`src/sv/transport_block_size_calc_core_macros.svh`:
```
// ----------------------------------------------------------------------------
// transport_block_size_calc_core_macros: assertion helpers
// Concurrent assertion wrappers shared by the transport block size core.
// They compile to nothing in a synthesis build.
// ----------------------------------------------------------------------------
`ifndef TRANSPORT_BLOCK_SIZE_CALC_CORE_MACROS_SVH
`define TRANSPORT_BLOCK_SIZE_CALC_CORE_MACROS_SVH

`ifndef SYNTHESIS
// property must hold at every clock edge outside reset
`define TBS_ASSERT(lbl, clk, rst, prop) \
   lbl: assert property (@(posedge clk) disable iff (rst) prop) \
      else $error("tbs assertion failed");
// condition must never be seen outside reset
`define TBS_ASSERT_NEVER(lbl, clk, rst, cond) \
   lbl: assert property (@(posedge clk) disable iff (rst) !(cond)) \
      else $error("tbs forbidden condition seen");
`else
`define TBS_ASSERT(lbl, clk, rst, prop)
`define TBS_ASSERT_NEVER(lbl, clk, rst, cond)
`endif

`endif

```
`src/sv/tbs_pkg.sv`:
```
// ----------------------------------------------------------------------------
// tbs_pkg: shared types and constants
// Field widths, queue sizing, divider pipeline shapes and the beat type that
// travels from the front part through the queue to the back part.
// ----------------------------------------------------------------------------
package tbs_pkg;

   // field widths
   localparam int unsigned SS_W     = 4;
   localparam int unsigned SC_W     = 14;
   localparam int unsigned BPS_W    = 4;
   localparam int unsigned RATE_W   = 4;
   localparam int unsigned Z_W      = 14;
   localparam int unsigned BITS_W   = 25;
   localparam int unsigned STATUS_W = 2;

   // partial products: streams * bits per symbol, subcarriers * numerator
   localparam int unsigned PPA_W  = SS_W + BPS_W;
   localparam int unsigned PPB_W  = SC_W + RATE_W;
   localparam int unsigned PROD_W = PPA_W + PPB_W;

   // queue between front and back
   localparam int unsigned QDEPTH  = 4;
   localparam int unsigned QPTR_W  = $clog2(QDEPTH);
   localparam int unsigned QCNT_W  = QPTR_W + 1;
   localparam int unsigned QFILL_W = QCNT_W + 1;
   localparam logic [QCNT_W-1:0]  QFULL      = QCNT_W'(QDEPTH);
   localparam logic [QFILL_W-1:0] QFILL_LIMIT = QFILL_W'(QDEPTH);

   // code rate divider: quotient bits per stage and stage count
   localparam int unsigned D1_STEP   = 4;
   localparam int unsigned D1_STAGES = (PROD_W + D1_STEP - 1) / D1_STEP;
   localparam int unsigned D1_W      = D1_STEP * D1_STAGES;
   localparam int unsigned D1_REM_W  = RATE_W;

   // segmentation divider
   localparam int unsigned D2_STEP   = 2;
   localparam int unsigned D2_STAGES = (BITS_W + D2_STEP - 1) / D2_STEP;
   localparam int unsigned D2_W      = D2_STEP * D2_STAGES;
   localparam int unsigned D2_REM_W  = Z_W;

   // crc overhead width: (blocks + 1) * 24
   localparam int unsigned BLK_W = D2_W + 1;
   localparam int unsigned OVH_W = BLK_W + 5;

   localparam logic [BITS_W-1:0] CRC_BITS  = BITS_W'(24);
   localparam logic [BITS_W-1:0] CODED_MAX = '1;
   localparam logic [Z_W-1:0]    Z_MIN     = Z_W'(25);
   localparam logic [Z_W-1:0]    Z_RESET   = Z_W'(2048);

   // quantization thresholds
   localparam logic [BITS_W-1:0] LIMIT_M8  = BITS_W'(512);
   localparam logic [BITS_W-1:0] LIMIT_M16 = BITS_W'(1024);
   localparam logic [BITS_W-1:0] LIMIT_M32 = BITS_W'(2048);

   typedef enum logic [STATUS_W-1:0] {
      ST_OK           = 2'd0,
      ST_TOO_SMALL    = 2'd1,
      ST_NOT_POSITIVE = 2'd2,
      ST_ZERO_DEN     = 2'd3
   } status_type;

   // one classified request
   typedef struct packed {
      logic [PROD_W-1:0] product;
      logic [RATE_W-1:0] den;
      logic              den_zero;
   } item_type;

   // one beat between front, queue and back
   typedef struct packed {
      logic     valid;
      item_type item;
   } beat_type;

endpackage

```
`src/sv/tbs_front.sv`:
```
// ----------------------------------------------------------------------------
// tbs_front: request intake
// Takes request beats, flags a zero denominator and forms the rate product
// streams * subcarriers * bits per symbol * numerator over two stages.
// Busy is raised when the queue could not hold every beat in flight.
// ----------------------------------------------------------------------------
`include "transport_block_size_calc_core_macros.svh"

module tbs_front (
   input  logic                         clock,
   input  logic                         reset,
   input  logic                         start,
   output logic                         busy,
   input  logic [tbs_pkg::SS_W-1:0]     spatial_streams,
   input  logic [tbs_pkg::SC_W-1:0]     data_subcarriers,
   input  logic [tbs_pkg::BPS_W-1:0]    bits_per_symbol,
   input  logic [tbs_pkg::RATE_W-1:0]   rate_numerator,
   input  logic [tbs_pkg::RATE_W-1:0]   rate_denominator,
   input  logic [tbs_pkg::QCNT_W-1:0]   queue_level,
   output tbs_pkg::beat_type            push
);

   logic                         accept;
   logic [tbs_pkg::QFILL_W-1:0]  fill;

   logic                         v1_ff;
   logic [tbs_pkg::SS_W-1:0]     ss1_ff;
   logic [tbs_pkg::SC_W-1:0]     sc1_ff;
   logic [tbs_pkg::BPS_W-1:0]    bps1_ff;
   logic [tbs_pkg::RATE_W-1:0]   num1_ff;
   logic [tbs_pkg::RATE_W-1:0]   den1_ff;
   logic                         dz1_ff;

   logic                         v2_ff;
   logic [tbs_pkg::PPA_W-1:0]    ppa2_ff;
   logic [tbs_pkg::PPA_W-1:0]    ppa2_in;
   logic [tbs_pkg::PPB_W-1:0]    ppb2_ff;
   logic [tbs_pkg::PPB_W-1:0]    ppb2_in;
   logic [tbs_pkg::RATE_W-1:0]   den2_ff;
   logic                         dz2_ff;

   // credit check: queue entries against beats already in the front
   always_comb begin
      fill = tbs_pkg::QFILL_W'(queue_level) + tbs_pkg::QFILL_W'(v1_ff)
           + tbs_pkg::QFILL_W'(v2_ff);
      busy = (fill >= tbs_pkg::QFILL_LIMIT);
   end

   assign accept = start & ~busy;

   // stage valids
   always_ff @(posedge clock) begin
      if (reset) begin
         v1_ff <= 1'b0;
         v2_ff <= 1'b0;
      end else begin
         v1_ff <= accept;
         v2_ff <= v1_ff;
      end
   end

   // stage 1: capture request beat and classify
   always_ff @(posedge clock) begin
      if (accept) begin
         ss1_ff  <= spatial_streams;
         sc1_ff  <= data_subcarriers;
         bps1_ff <= bits_per_symbol;
         num1_ff <= rate_numerator;
         den1_ff <= rate_denominator;
         dz1_ff  <= (rate_denominator == '0);
      end
   end

   // stage 2: two narrow partial products
   always_comb begin
      ppa2_in = tbs_pkg::PPA_W'(ss1_ff) * tbs_pkg::PPA_W'(bps1_ff);
      ppb2_in = tbs_pkg::PPB_W'(sc1_ff) * tbs_pkg::PPB_W'(num1_ff);
   end

   always_ff @(posedge clock) begin
      ppa2_ff <= ppa2_in;
      ppb2_ff <= ppb2_in;
      den2_ff <= den1_ff;
      dz2_ff  <= dz1_ff;
   end

   // full product goes straight into the queue
   always_comb begin
      push.valid         = v2_ff;
      push.item.product  = tbs_pkg::PROD_W'(ppa2_ff) * tbs_pkg::PROD_W'(ppb2_ff);
      push.item.den      = den2_ff;
      push.item.den_zero = dz2_ff;
   end

   `TBS_ASSERT(a_front_take, clock, reset, (start && !busy) |=> v1_ff)

endmodule

```
`src/sv/tbs_queue.sv`:
```
// ----------------------------------------------------------------------------
// tbs_queue: request queue
// Small register queue between the front and back parts. The head beat is
// offered whenever the queue holds one.
// ----------------------------------------------------------------------------
`include "transport_block_size_calc_core_macros.svh"

module tbs_queue (
   input  logic                        clock,
   input  logic                        reset,
   input  tbs_pkg::beat_type           push,
   output tbs_pkg::beat_type           pop,
   output logic [tbs_pkg::QCNT_W-1:0]  level
);

   tbs_pkg::item_type             mem_ff [tbs_pkg::QDEPTH];
   logic [tbs_pkg::QPTR_W-1:0]    wr_ptr_ff;
   logic [tbs_pkg::QPTR_W-1:0]    wr_ptr_in;
   logic [tbs_pkg::QPTR_W-1:0]    rd_ptr_ff;
   logic [tbs_pkg::QPTR_W-1:0]    rd_ptr_in;
   logic [tbs_pkg::QCNT_W-1:0]    count_ff;
   logic [tbs_pkg::QCNT_W-1:0]    count_in;
   logic                          empty;
   logic                          take;

   assign empty = (count_ff == '0);
   assign take  = ~empty;
   assign level = count_ff;

   // head beat
   always_comb begin
      pop.valid = take;
      pop.item  = mem_ff[rd_ptr_ff];
   end

   // pointer and fill update
   always_comb begin
      wr_ptr_in = push.valid ? wr_ptr_ff + 1'b1 : wr_ptr_ff;
      rd_ptr_in = take ? rd_ptr_ff + 1'b1 : rd_ptr_ff;
      case ({push.valid, take})
         2'b10:   count_in = count_ff + 1'b1;
         2'b01:   count_in = count_ff - 1'b1;
         default: count_in = count_ff;
      endcase
   end

   always_ff @(posedge clock) begin
      if (reset) begin
         wr_ptr_ff <= '0;
         rd_ptr_ff <= '0;
         count_ff  <= '0;
      end else begin
         wr_ptr_ff <= wr_ptr_in;
         rd_ptr_ff <= rd_ptr_in;
         count_ff  <= count_in;
      end
   end

   // entry storage
   always_ff @(posedge clock) begin
      if (push.valid) begin
         mem_ff[wr_ptr_ff] <= push.item;
      end
   end

   `TBS_ASSERT_NEVER(a_q_overflow, clock, reset, push.valid && (count_ff == tbs_pkg::QFULL))
   `TBS_ASSERT(a_q_through, clock, reset, (empty && push.valid) |=> pop.valid)

endmodule

```
`src/sv/tbs_back.sv`:
```
// ----------------------------------------------------------------------------
// tbs_back: size calculation pipeline
// Pipelined division by the rate denominator, saturation and quantization,
// pipelined division by the code block size for segmentation, then crc
// overhead removal and status. Advances every cycle and never stalls.
// ----------------------------------------------------------------------------
`include "transport_block_size_calc_core_macros.svh"

module tbs_back (
   input  logic                           clock,
   input  logic                           reset,
   input  tbs_pkg::beat_type              head,
   input  logic [tbs_pkg::Z_W-1:0]        max_code_block_bits,
   output logic                           rsp_strobe,
   output logic [tbs_pkg::BITS_W-1:0]     rsp_coded_bits,
   output logic [tbs_pkg::BITS_W-1:0]     rsp_block_bits,
   output logic [tbs_pkg::STATUS_W-1:0]   rsp_status
);

   // round down to a multiple of 8, 16, 32 or 64 by size
   function automatic logic [tbs_pkg::BITS_W-1:0] quantize(
      input logic [tbs_pkg::BITS_W-1:0] coded
   );
      logic [tbs_pkg::BITS_W-1:0] mask;
      if (coded <= tbs_pkg::LIMIT_M8) begin
         mask = ~tbs_pkg::BITS_W'(7);
      end else if (coded <= tbs_pkg::LIMIT_M16) begin
         mask = ~tbs_pkg::BITS_W'(15);
      end else if (coded <= tbs_pkg::LIMIT_M32) begin
         mask = ~tbs_pkg::BITS_W'(31);
      end else begin
         mask = ~tbs_pkg::BITS_W'(63);
      end
      return coded & mask;
   endfunction

   // effective code block size, never below the minimum
   logic [tbs_pkg::Z_W-1:0]        z_eff_ff;
   logic [tbs_pkg::Z_W-1:0]        z_eff_in;

   // rate divider taps: tap 0 is the head beat, tap n after n stages
   logic [tbs_pkg::D1_STAGES:0]    d1_v_ff;
   logic [tbs_pkg::D1_REM_W-1:0]   d1_rem_ff [tbs_pkg::D1_STAGES+1];
   logic [tbs_pkg::D1_W-1:0]       d1_dq_ff  [tbs_pkg::D1_STAGES+1];
   logic [tbs_pkg::RATE_W-1:0]     d1_den_ff [tbs_pkg::D1_STAGES+1];
   logic                           d1_dz_ff  [tbs_pkg::D1_STAGES+1];
   logic [tbs_pkg::D1_REM_W-1:0]   d1_rem_in [tbs_pkg::D1_STAGES];
   logic [tbs_pkg::D1_W-1:0]       d1_dq_in  [tbs_pkg::D1_STAGES];

   // quantization
   logic [tbs_pkg::D1_W-1:0]       quot;
   logic [tbs_pkg::BITS_W-1:0]     coded;
   logic [tbs_pkg::BITS_W-1:0]     nm;

   // segmentation divider taps: tap 0 is the quantized beat
   logic [tbs_pkg::D2_STAGES:0]    d2_v_ff;
   logic [tbs_pkg::D2_REM_W-1:0]   d2_rem_ff   [tbs_pkg::D2_STAGES+1];
   logic [tbs_pkg::D2_W-1:0]       d2_dq_ff    [tbs_pkg::D2_STAGES+1];
   logic [tbs_pkg::BITS_W-1:0]     d2_coded_ff [tbs_pkg::D2_STAGES+1];
   logic [tbs_pkg::BITS_W-1:0]     d2_nm_ff    [tbs_pkg::D2_STAGES+1];
   logic                           d2_dz_ff    [tbs_pkg::D2_STAGES+1];
   logic                           d2_small_ff [tbs_pkg::D2_STAGES+1];
   logic                           d2_fits_ff  [tbs_pkg::D2_STAGES+1];
   logic [tbs_pkg::D2_REM_W-1:0]   d2_rem_in   [tbs_pkg::D2_STAGES];
   logic [tbs_pkg::D2_W-1:0]       d2_dq_in    [tbs_pkg::D2_STAGES];

   // overhead stage
   logic [tbs_pkg::BLK_W-1:0]      blocks;
   logic [tbs_pkg::OVH_W-1:0]      ovh_in;
   logic                           c1_v_ff;
   logic [tbs_pkg::BITS_W-1:0]     c1_coded_ff;
   logic [tbs_pkg::BITS_W-1:0]     c1_nm_ff;
   logic                           c1_dz_ff;
   logic                           c1_small_ff;
   logic                           c1_fits_ff;
   logic [tbs_pkg::OVH_W-1:0]      c1_ovh_ff;

   // result stage
   logic                           strobe_ff;
   logic [tbs_pkg::BITS_W-1:0]     coded_ff;
   logic [tbs_pkg::BITS_W-1:0]     coded_in;
   logic [tbs_pkg::BITS_W-1:0]     block_ff;
   logic [tbs_pkg::BITS_W-1:0]     block_in;
   tbs_pkg::status_type            status_ff;
   tbs_pkg::status_type            status_in;

   assign z_eff_in = (max_code_block_bits < tbs_pkg::Z_MIN) ? tbs_pkg::Z_MIN
                                                            : max_code_block_bits;

   always_ff @(posedge clock) begin
      z_eff_ff <= z_eff_in;
   end

   // valid shift lines
   always_ff @(posedge clock) begin
      if (reset) begin
         d1_v_ff   <= '0;
         d2_v_ff   <= '0;
         c1_v_ff   <= 1'b0;
         strobe_ff <= 1'b0;
      end else begin
         d1_v_ff   <= {d1_v_ff[tbs_pkg::D1_STAGES-1:0], head.valid};
         d2_v_ff   <= {d2_v_ff[tbs_pkg::D2_STAGES-1:0], d1_v_ff[tbs_pkg::D1_STAGES]};
         c1_v_ff   <= d2_v_ff[tbs_pkg::D2_STAGES];
         strobe_ff <= c1_v_ff;
      end
   end

   // rate divider load from queue head
   always_ff @(posedge clock) begin
      d1_rem_ff[0] <= '0;
      d1_dq_ff[0]  <= tbs_pkg::D1_W'(head.item.product);
      d1_den_ff[0] <= head.item.den;
      d1_dz_ff[0]  <= head.item.den_zero;
   end

   // rate divider stages, restoring, several quotient bits each
   for (genvar s = 0; s < tbs_pkg::D1_STAGES; s++) begin : g_d1
      always_comb begin
         logic [tbs_pkg::D1_REM_W:0]   trial;
         logic [tbs_pkg::D1_REM_W-1:0] rem_w;
         logic [tbs_pkg::D1_W-1:0]     dq_w;
         rem_w = d1_rem_ff[s];
         dq_w  = d1_dq_ff[s];
         for (int k = 0; k < tbs_pkg::D1_STEP; k++) begin
            trial = {rem_w, dq_w[tbs_pkg::D1_W-1]};
            dq_w  = {dq_w[tbs_pkg::D1_W-2:0], 1'b0};
            if (trial >= {1'b0, d1_den_ff[s]}) begin
               trial   = trial - {1'b0, d1_den_ff[s]};
               dq_w[0] = 1'b1;
            end
            rem_w = trial[tbs_pkg::D1_REM_W-1:0];
         end
         d1_rem_in[s] = rem_w;
         d1_dq_in[s]  = dq_w;
      end

      always_ff @(posedge clock) begin
         d1_rem_ff[s+1] <= d1_rem_in[s];
         d1_dq_ff[s+1]  <= d1_dq_in[s];
         d1_den_ff[s+1] <= d1_den_ff[s];
         d1_dz_ff[s+1]  <= d1_dz_ff[s];
      end
   end

   // saturate and quantize
   always_comb begin
      quot  = d1_dq_ff[tbs_pkg::D1_STAGES];
      coded = (|quot[tbs_pkg::D1_W-1:tbs_pkg::BITS_W]) ? tbs_pkg::CODED_MAX
                                                       : quot[tbs_pkg::BITS_W-1:0];
      nm    = quantize(coded);
   end

   // segmentation divider load: payload after the transport crc
   always_ff @(posedge clock) begin
      d2_rem_ff[0]   <= '0;
      d2_dq_ff[0]    <= tbs_pkg::D2_W'(nm - tbs_pkg::CRC_BITS);
      d2_coded_ff[0] <= coded;
      d2_nm_ff[0]    <= nm;
      d2_dz_ff[0]    <= d1_dz_ff[tbs_pkg::D1_STAGES];
      d2_small_ff[0] <= (nm <= tbs_pkg::CRC_BITS);
      d2_fits_ff[0]  <= (nm <= tbs_pkg::BITS_W'(z_eff_ff));
   end

   // segmentation divider stages
   for (genvar s = 0; s < tbs_pkg::D2_STAGES; s++) begin : g_d2
      always_comb begin
         logic [tbs_pkg::D2_REM_W:0]   trial;
         logic [tbs_pkg::D2_REM_W-1:0] rem_w;
         logic [tbs_pkg::D2_W-1:0]     dq_w;
         rem_w = d2_rem_ff[s];
         dq_w  = d2_dq_ff[s];
         for (int k = 0; k < tbs_pkg::D2_STEP; k++) begin
            trial = {rem_w, dq_w[tbs_pkg::D2_W-1]};
            dq_w  = {dq_w[tbs_pkg::D2_W-2:0], 1'b0};
            if (trial >= {1'b0, z_eff_ff}) begin
               trial   = trial - {1'b0, z_eff_ff};
               dq_w[0] = 1'b1;
            end
            rem_w = trial[tbs_pkg::D2_REM_W-1:0];
         end
         d2_rem_in[s] = rem_w;
         d2_dq_in[s]  = dq_w;
      end

      always_ff @(posedge clock) begin
         d2_rem_ff[s+1]   <= d2_rem_in[s];
         d2_dq_ff[s+1]    <= d2_dq_in[s];
         d2_coded_ff[s+1] <= d2_coded_ff[s];
         d2_nm_ff[s+1]    <= d2_nm_ff[s];
         d2_dz_ff[s+1]    <= d2_dz_ff[s];
         d2_small_ff[s+1] <= d2_small_ff[s];
         d2_fits_ff[s+1]  <= d2_fits_ff[s];
      end
   end

   // code blocks rounded up, plus one for the transport crc, times 24
   always_comb begin
      blocks = tbs_pkg::BLK_W'(d2_dq_ff[tbs_pkg::D2_STAGES])
             + tbs_pkg::BLK_W'(d2_rem_ff[tbs_pkg::D2_STAGES] != '0)
             + tbs_pkg::BLK_W'(1);
      ovh_in = (tbs_pkg::OVH_W'(blocks) << 4) + (tbs_pkg::OVH_W'(blocks) << 3);
   end

   always_ff @(posedge clock) begin
      c1_coded_ff <= d2_coded_ff[tbs_pkg::D2_STAGES];
      c1_nm_ff    <= d2_nm_ff[tbs_pkg::D2_STAGES];
      c1_dz_ff    <= d2_dz_ff[tbs_pkg::D2_STAGES];
      c1_small_ff <= d2_small_ff[tbs_pkg::D2_STAGES];
      c1_fits_ff  <= d2_fits_ff[tbs_pkg::D2_STAGES];
      c1_ovh_ff   <= ovh_in;
   end

   // final size and status
   always_comb begin
      coded_in  = c1_coded_ff;
      block_in  = '0;
      status_in = tbs_pkg::ST_OK;
      if (c1_dz_ff) begin
         coded_in  = '0;
         status_in = tbs_pkg::ST_ZERO_DEN;
      end else if (c1_small_ff) begin
         status_in = tbs_pkg::ST_TOO_SMALL;
      end else if (c1_fits_ff) begin
         block_in = c1_nm_ff - tbs_pkg::CRC_BITS;
      end else if (c1_ovh_ff >= tbs_pkg::OVH_W'(c1_nm_ff)) begin
         status_in = tbs_pkg::ST_NOT_POSITIVE;
      end else begin
         block_in = c1_nm_ff - c1_ovh_ff[tbs_pkg::BITS_W-1:0];
      end
   end

   always_ff @(posedge clock) begin
      coded_ff  <= coded_in;
      block_ff  <= block_in;
      status_ff <= status_in;
   end

   assign rsp_strobe     = strobe_ff;
   assign rsp_coded_bits = coded_ff;
   assign rsp_block_bits = block_ff;
   assign rsp_status     = status_ff;

   `TBS_ASSERT(a_back_zden, clock, reset, (strobe_ff && (status_ff == tbs_pkg::ST_ZERO_DEN)) |-> ((coded_ff == '0) && (block_ff == '0)))
   `TBS_ASSERT(a_back_ok_size, clock, reset, strobe_ff |-> ((status_ff == tbs_pkg::ST_OK) == (block_ff != '0)))

endmodule

```
`src/sv/transport_block_size_calc_core.sv`:
```
// ----------------------------------------------------------------------------
// transport_block_size_calc_core: transport block size calculator
// Computes coded data-channel bits and the transport block size after crc
// and code block segmentation overhead, accepting one request per cycle while busy is low.
// ----------------------------------------------------------------------------
// Usage
//   Request channel: drive the req_ fields and raise start; the request beat
//   is taken at a rising edge with start high and busy low.
//   Result channel: rsp_strobe is high for exactly one cycle with the result
//   beat on rsp_coded_bits, rsp_block_bits and rsp_status; results come back
//   in request order.
//   Path: a request beat passes two intake stages, the queue, the divider
//   load register, the seven-stage rate divider, the quantizer, the
//   segmentation load register, the thirteen-stage segmentation divider
//   and two result stages before its result beat is taken.
//   Throughput: one request per cycle; busy only rises if the queue cannot
//   cover every beat in flight, which the never-stalling back part prevents.
//   Register: csr_max_code_block_bits is written with csr_valid (csr_ready is always
//   high); the user writes only while no request is in flight, unchecked by the block; values below 25 act as 25.
//   Reset: synchronous; empties the pipeline and queue and restores the code
//   block size to 2048. The receiver cannot stall, so nothing is held back.
// ----------------------------------------------------------------------------
module transport_block_size_calc_core (
   input  logic                           clock,
   input  logic                           reset,
   input  logic                           start,
   output logic                           busy,
   input  logic [tbs_pkg::SS_W-1:0]       req_spatial_streams,
   input  logic [tbs_pkg::SC_W-1:0]       req_data_subcarriers,
   input  logic [tbs_pkg::BPS_W-1:0]      req_bits_per_symbol,
   input  logic [tbs_pkg::RATE_W-1:0]     req_rate_numerator,
   input  logic [tbs_pkg::RATE_W-1:0]     req_rate_denominator,
   output logic                           rsp_strobe,
   output logic [tbs_pkg::BITS_W-1:0]     rsp_coded_bits,
   output logic [tbs_pkg::BITS_W-1:0]     rsp_block_bits,
   output logic [tbs_pkg::STATUS_W-1:0]   rsp_status,
   input  logic                           csr_valid,
   output logic                           csr_ready,
   input  logic [tbs_pkg::Z_W-1:0]        csr_max_code_block_bits
);

   logic [tbs_pkg::Z_W-1:0]     z_ff;
   logic [tbs_pkg::Z_W-1:0]     z_in;
   tbs_pkg::beat_type           push;
   tbs_pkg::beat_type           head;
   logic [tbs_pkg::QCNT_W-1:0]  queue_level;

   // code block size register
   assign csr_ready = 1'b1;
   assign z_in      = (csr_valid & csr_ready) ? csr_max_code_block_bits : z_ff;

   always_ff @(posedge clock) begin
      if (reset) begin
         z_ff <= tbs_pkg::Z_RESET;
      end else begin
         z_ff <= z_in;
      end
   end

   // intake and classification
   tbs_front u_front (
      .clock            (clock),
      .reset            (reset),
      .start            (start),
      .busy             (busy),
      .spatial_streams  (req_spatial_streams),
      .data_subcarriers (req_data_subcarriers),
      .bits_per_symbol  (req_bits_per_symbol),
      .rate_numerator   (req_rate_numerator),
      .rate_denominator (req_rate_denominator),
      .queue_level      (queue_level),
      .push             (push)
   );

   // decoupling queue
   tbs_queue u_queue (
      .clock (clock),
      .reset (reset),
      .push  (push),
      .pop   (head),
      .level (queue_level)
   );

   // size calculation
   tbs_back u_back (
      .clock               (clock),
      .reset               (reset),
      .head                (head),
      .max_code_block_bits (z_ff),
      .rsp_strobe          (rsp_strobe),
      .rsp_coded_bits      (rsp_coded_bits),
      .rsp_block_bits      (rsp_block_bits),
      .rsp_status          (rsp_status)
   );

endmodule
```
`config.mk`:
```
export PLATFORM = sky130hd
export DESIGN_NAME = transport_block_size_calc_core
export DESIGN_NICKNAME = d
export VERILOG_FILES = /design/src/sv/tbs_pkg.sv /design/src/sv/tbs_front.sv /design/src/sv/tbs_queue.sv /design/src/sv/tbs_back.sv /design/src/sv/transport_block_size_calc_core.sv
export VERILOG_INCLUDE_DIRS = /design/src /design/src/sv
export SDC_FILE = /design/constraint.sdc
export NUM_CORES = 2
export LEC_CHECK = 0
export BUFFER_PORTS_ARGS = -buffer_cell sky130_fd_sc_hd__buf_2
export CORE_MARGIN = 4
export CORE_UTILIZATION = 63
export CTS_CLUSTER_SIZE = 10
export DETAILED_ROUTE_END_ITERATION = 16
export PLACE_DENSITY = 0.77
export SYNTH_ARGS = -nofsm -noshare
export SYNTH_HDL_FRONTEND = slang
export SYNTH_SLANG_ARGS = --single-unit
```
`constraint.sdc`:
```
create_clock -name clock -period 8.9 [get_ports clock]
set_input_delay 0.89 -clock clock [delete_from_list [all_inputs] [get_ports clock]]
set_output_delay 0.89 -clock clock [all_outputs]
set_load 0.005 [all_outputs]
```
; Word-level counts from Yosys, hierarchy flattened
; Memories as Yosys holds them, arrays and structs flattened. A register that Yosys moved wholly into a read port is not among the register bits.
; Cells that the tools add are included.
; W data, S select, Z words.
[word_totals]
elab_cells = 303
ramBits = 1722
input_bits = 48
memories = 12
out_inout_bits = 55
regBits = 207
[memory_table]
columns = memory, depth, word_bits, read_ports, rd_clocked_by_memory_dff, wr, line_no
row1 = u_back.d2_dq_ff, 14, 26, 14, 0, 14, tbs_back.sv:58  ; logic [tbs_pkg::D2_W-1:0] d2_dq_ff [tbs_pkg::D2_STAGES+1];
row2 = u_back.d2_coded_ff, 14, 25, 14, 1, 14, tbs_back.sv:59  ; logic [tbs_pkg::BITS_W-1:0] d2_coded_ff [tbs_pkg::D2_STAGES+1];
row3 = u_back.d2_nm_ff, 14, 25, 14, 1, 14, tbs_back.sv:60  ; logic [tbs_pkg::BITS_W-1:0] d2_nm_ff [tbs_pkg::D2_STAGES+1];
row4 = u_back.d1_dq_ff, 8, 28, 8, 0, 8, tbs_back.sv:44  ; logic [tbs_pkg::D1_W-1:0] d1_dq_ff [tbs_pkg::D1_STAGES+1];
row5 = u_back.d2_rem_ff, 14, 14, 14, 0, 14, tbs_back.sv:57  ; logic [tbs_pkg::D2_REM_W-1:0] d2_rem_ff [tbs_pkg::D2_STAGES+1];
row6 = u_queue.mem_ff, 4, 31, 1, 1, 1, tbs_queue.sv:16  ; tbs_pkg::item_type mem_ff [tbs_pkg::QDEPTH];
row7 = +6 memories, --, --, --, --, --, --
[op_classes]
mul = 3
eq_ne = 2
muxes = 122
bitwise = 4
n_addsub = 66
order_cmp = 62
reduce_logical = 6
[ops]
columns = op, count
row1 = $ge A15 B14 Y1, 26
row2 = $mux W14, 26
row3 = $sub A14 B14 Y14, 26
row4 = $ge A5 B4 Y1, 28
row5 = $mux W4, 28
row6 = $sub A4 B4 Y4, 28
row7 = $mux W25, 3
row8 = $mux W1, 56
row9 = $add A31 B30 Y32, 1
row10 = $ge A32 B25 Y1, 1
row11 = $add A26 B1 Y27, 1
row12 = $add A27 B1 Y27 const B, 1
row13 = $mul A8 B18 Y26, 1
row14 = $sub A25 B5 Y26 const B, 1
row15 = $and A25 B25 Y25, 1
row16 = $le A25 B10 Y1 const B, 1
row17 = $le A25 B11 Y1 const B, 1
row18 = $le A25 B12 Y1 const B, 1
row19 = $le A25 B14 Y1, 1
row20 = $le A25 B5 Y1 const B, 1
row21 = $sub A25 B25 Y25, 1
row22 = $sub A25 B5 Y25 const B, 1
row23 = $mul A14 B4 Y18, 1
row24 = $mux W6, 3
row25 = other kinds (20), 26

; Logic depth before layout (Yosys ltp)
; An unclocked memory read counts as a cell.
[logic_depth]
ltp_word = 9
depth_mapped = 34
ltp_nobuf = 32

; Cells and area by module
; A second synthesis with hierarchy kept.
[hier_totals]
hier_cells = 6509
hier_area_um2 = 70503.9
[by_module_without_submodules]
columns = mod, n_inst, area_per_inst_um2, cells_each, seq_area_each_um2
row1 = tbs_back, 1, 56868.3, 5407, 27446.3
row2 = tbs_front, 1, 8192.9, 847, 1591.5
row3 = tbs_queue, 1, 4922.2, 208, 3903.7
row4 = transport_block_size_calc_core, 1, 520.5, 47, 280.3

; Least setup slack after synthesis
; No wires, ideal clock.
[synth_path]
path_kind = register -> register
startpoint = register u_back.z_eff_ff[1] (netlist name)
endpoint = memory u_back.d2_rem_ff[1][49] (netlist name)
stages_incl_launch_ff = 23
t_required_ns = 8.777
slack_ns = 2.142
setup_time_ns = 0.123
t_arrival_ns = 6.634
path_buffers = 2
period_less_slack_ns = 6.758
cell_sequence = dfxtp_1 > inv_1 > ha_1 > nor2b_1 > o31a_1 > o211ai_1 > a21oi_2 > a2111oi_4 > o21ai_2 > clkbuf_1 > o21ai_0 > inv_1 > ha_1 > nor2b_1 > o31a_1 > nor3_1 > o32ai_1 > o41a_1 > a21o_1 > a21oi_1 > o211ai_2 > buf_6 > mux2_1
[synth_lines]
columns = element, line_no
row1 = start: declaration, tbs_back.sv:38  ; logic [tbs_pkg::Z_W-1:0] z_eff_ff;
row2 = start signal: assignment, tbs_back.sv:91  ; z_eff_ff <= z_eff_in;
row3 = end: declaration, tbs_back.sv:57

==> run metrics <==
Post-DP HPWL=105100 um; Final Cycle Share=78.45%; root buffer cell=clkbuf_16; wire per inst=18.10 um; CP arrival=7630 ps; yosys warns=0; M1 WL=60390 um; Worst setup SP type=flop; count leader, synth=dfxtp_1; FF-to-FF End=u_back.d1_rem_ff[6][1]; status=finished, final reports clean; ys async rst share=0%; Final ANT Viol Nets=0; critical path's largest stage delay=470 ps; post-synth top area share=40.65%; ratio of cells with drive above 1 in the final layout=10.52%; CP required=9550 ps; Worst Path Max Fanout=6; Final Hold Fails=0; post-CTS resize count=0; minimum clock period=6982 ps; cts bufs inserted=180; DIE HEIGHT=342.0 um; largest net degree at the start of global routing=49; actual slew at the worst max-slew pin=1113 ps; die area=117000 um^2; Clock transition at path regs=50 ps; DRC violations left=0; via count=46340; Synth area leader=dfxtp_1; DR vias/cell=5.672; endpoints failing setup=0; Total GRT Usage=25.51%; final WL=147900 um; Syn Area/Cell=10.96 um^2; Hold Path Class=flop to flop; Reg-to-Reg Start=u_back.d1_den_ff[2][5]; antenna diode count=0; Layout Utilization=70.17%; H-tree lvl count=4; clock tree buffer depth=3; crit path from=u_back.d1_den_ff[2][5]; DR iter-0 viols=2908; Setup Crit Path Kind=flop to flop; uppermost layer routed=met5; max frequency=0.1432 GHz; Critical Path End Type=flop; worst reg2reg path depth=30; metal2 WL=73560 um; Unique masters post-synth=102; ys flop type=dfxtp_1; ranking of synthesized cells by area=dfxtp_1 41%, ha_1 11%, edfxtp_1 6.6%; Synth Cell Area=70280 um^2; Worst path slowest cell=a2111o_1; first-pass GRT wire length=241600 um; Post-synth EDFFs=155; port bufs=98; Slew headroom=24.88%; number of global-route vias before repair=47680; placement-stage cell area=72480 um^2; CTS tree=built; net count of the finished layout=7476; Seq/Total Area, Yosys=47.27%; clk_skew=60.09 ps; RSZ-0062 raised after global routing=no; gpl congestion=0.9345; initial antenna violation count=3; Slew Limit Fails=0; DRT Pass-1 Iters=6; synthesized instance count=6410; Starting Density=63.50%; routed wire length on met3=6927 um; clock sink count=1582; FILL cells=7835; multi-input combinational cell area=34830 um^2; number of synthesized register bits=1582; clk_lat worst skew=800 ps; die width=342.0 um; Layout area overhead=10.51%; row count=122; setup bufs post-CTS=0; final instance area=77660 um^2; hold buffers post-CTS=0; Reg area=33220 um^2; Max Cap Violations=0; Core Region=110700 um^2; Ports=103; most frequent cells after synthesis=1427 x dfxtp_1, 630 x ha_1, 472 x inv_1; Critical Path End=u_back.d1_rem_ff[6][1]; grt total ovfl=0; post-route setup TNS=0 ps; Register-to-Register Setup Slack=1920 ps
flip-flops by register name, summed over array words and instances (netlist names), 25 cells and up, named ones only:
signal,count
u_back.c1_ovh_ff,29
u_back.d1_dq_ff,222
u_back.d1_den_ff,28
u_back.d2_nm_ff,45
u_back.d2_dq_ff,326
u_back.d2_coded_ff,347
u_back.rsp_coded_bits,25
u_queue.mem_ff,124
u_back.c1_coded_ff,25
u_back.d2_rem_ff,182
worst min path at each step:
stage,from,end,slack (ps),cells after the start
floorplan,u_back.d2_coded_ff[13][0],u_back.c1_coded_ff[0],310,0
global placement,u_back.d2_coded_ff[12][19],u_back.d2_coded_ff[13][19],310,0
detailed placement,u_back.d2_nm_ff[13][24],u_back.c1_coded_ff[24],310,0
CTS,req_data_subcarriers[13],u_front.sc1_ff[13],240,1
global route,req_rate_numerator[2],u_front.num1_ff[2],260,1
finish,u_back.d2_dq_ff[1][1],u_back.d2_dq_ff[1][29],280,0
cells by family after synthesis:
kind of cell / Yosys count / share of synthesized area, %
other cells: 2 / 0.01069
xor+xnor: 430 / 5.359
flops: 1582 / 47.27
simple gates: 1450 / 10.43
compound gates: 1187 / 11.19
mux: 368 / 6.292
fa+ha+maj: 806 / 16.23
buf+inv: 585 / 3.208
cell usage in the layout (no fill, tap or decap), drive strengths merged, types with 20 or more instances in the layout:
cell     netlist  final
a21o         205    205
a211oi        20     20
a31oi         30     30
nor2         318    318
o21ai        230    230
nor4          47     47
nand2b        92     92
buf           33    136
nand4         75     75
o211ai        26     26
dfxtp       1427   1427
or3           31     31
fa           176    176
a21oi        335    335
o21a          71     71
edfxtp       155    155
o21bai        44     44
nor3          99     99
a2111oi       21     21
ha           630    630
mux2i         78     78
inv          477    477
and3          44     44
mux4          31     31
nand3         87     87
xor2         120    120
nand2        343    343
clkbuf        75    223
mux2         259    259
o31ai         24     24
and2         133    133
xnor2        310    310
nor2b        106    106
worst max-delay path: cells and delay by family, from the launching register on:
family | cells | cell delay (ps)
compound gates | 15 | 3510
flops | 1 | 450
simple gates | 6 | 790
mux | 1 | 310
buf+inv | 4 | 540
fa+ha+maj | 4 | 1260
routing by layer:
| layer | global-route usage (%) | up-vias |
|---|---|---|
| met5 | 0 | - |
| met4 | 12.28 | 6 |
| met3 | 3.770 | 391 |
| met2 | 45.40 | 1211 |
| met1 | 30.29 | 21990 |
| li1 | - | 22740 |
through the flow:
stage                     setup WS, ps  hold slack [ps]  cells
final                             1918            278.8   8170
after global routing              1306            259.3   8170
after CTS                         1827            235.2   8170
after detailed placement          1905            312.1   7928
after global placement            1840            309.7   7928
after floorplan                   2142            309.6   6412
final cells by class:
class                           count  area share, %
Clock inverter                     19         0.5591
Sequential cell                  1582          42.78
Tap cell                         1488          2.397
Multi-Input combinational cell   4245          44.85
Timing Repair Buffer              136         0.9989
Inverter                          477          2.306
Clock buffer                      223          6.113
Power is not shown: default switching activity piles up to over one toggle a cycle in this logic, so the estimate is an artifact.
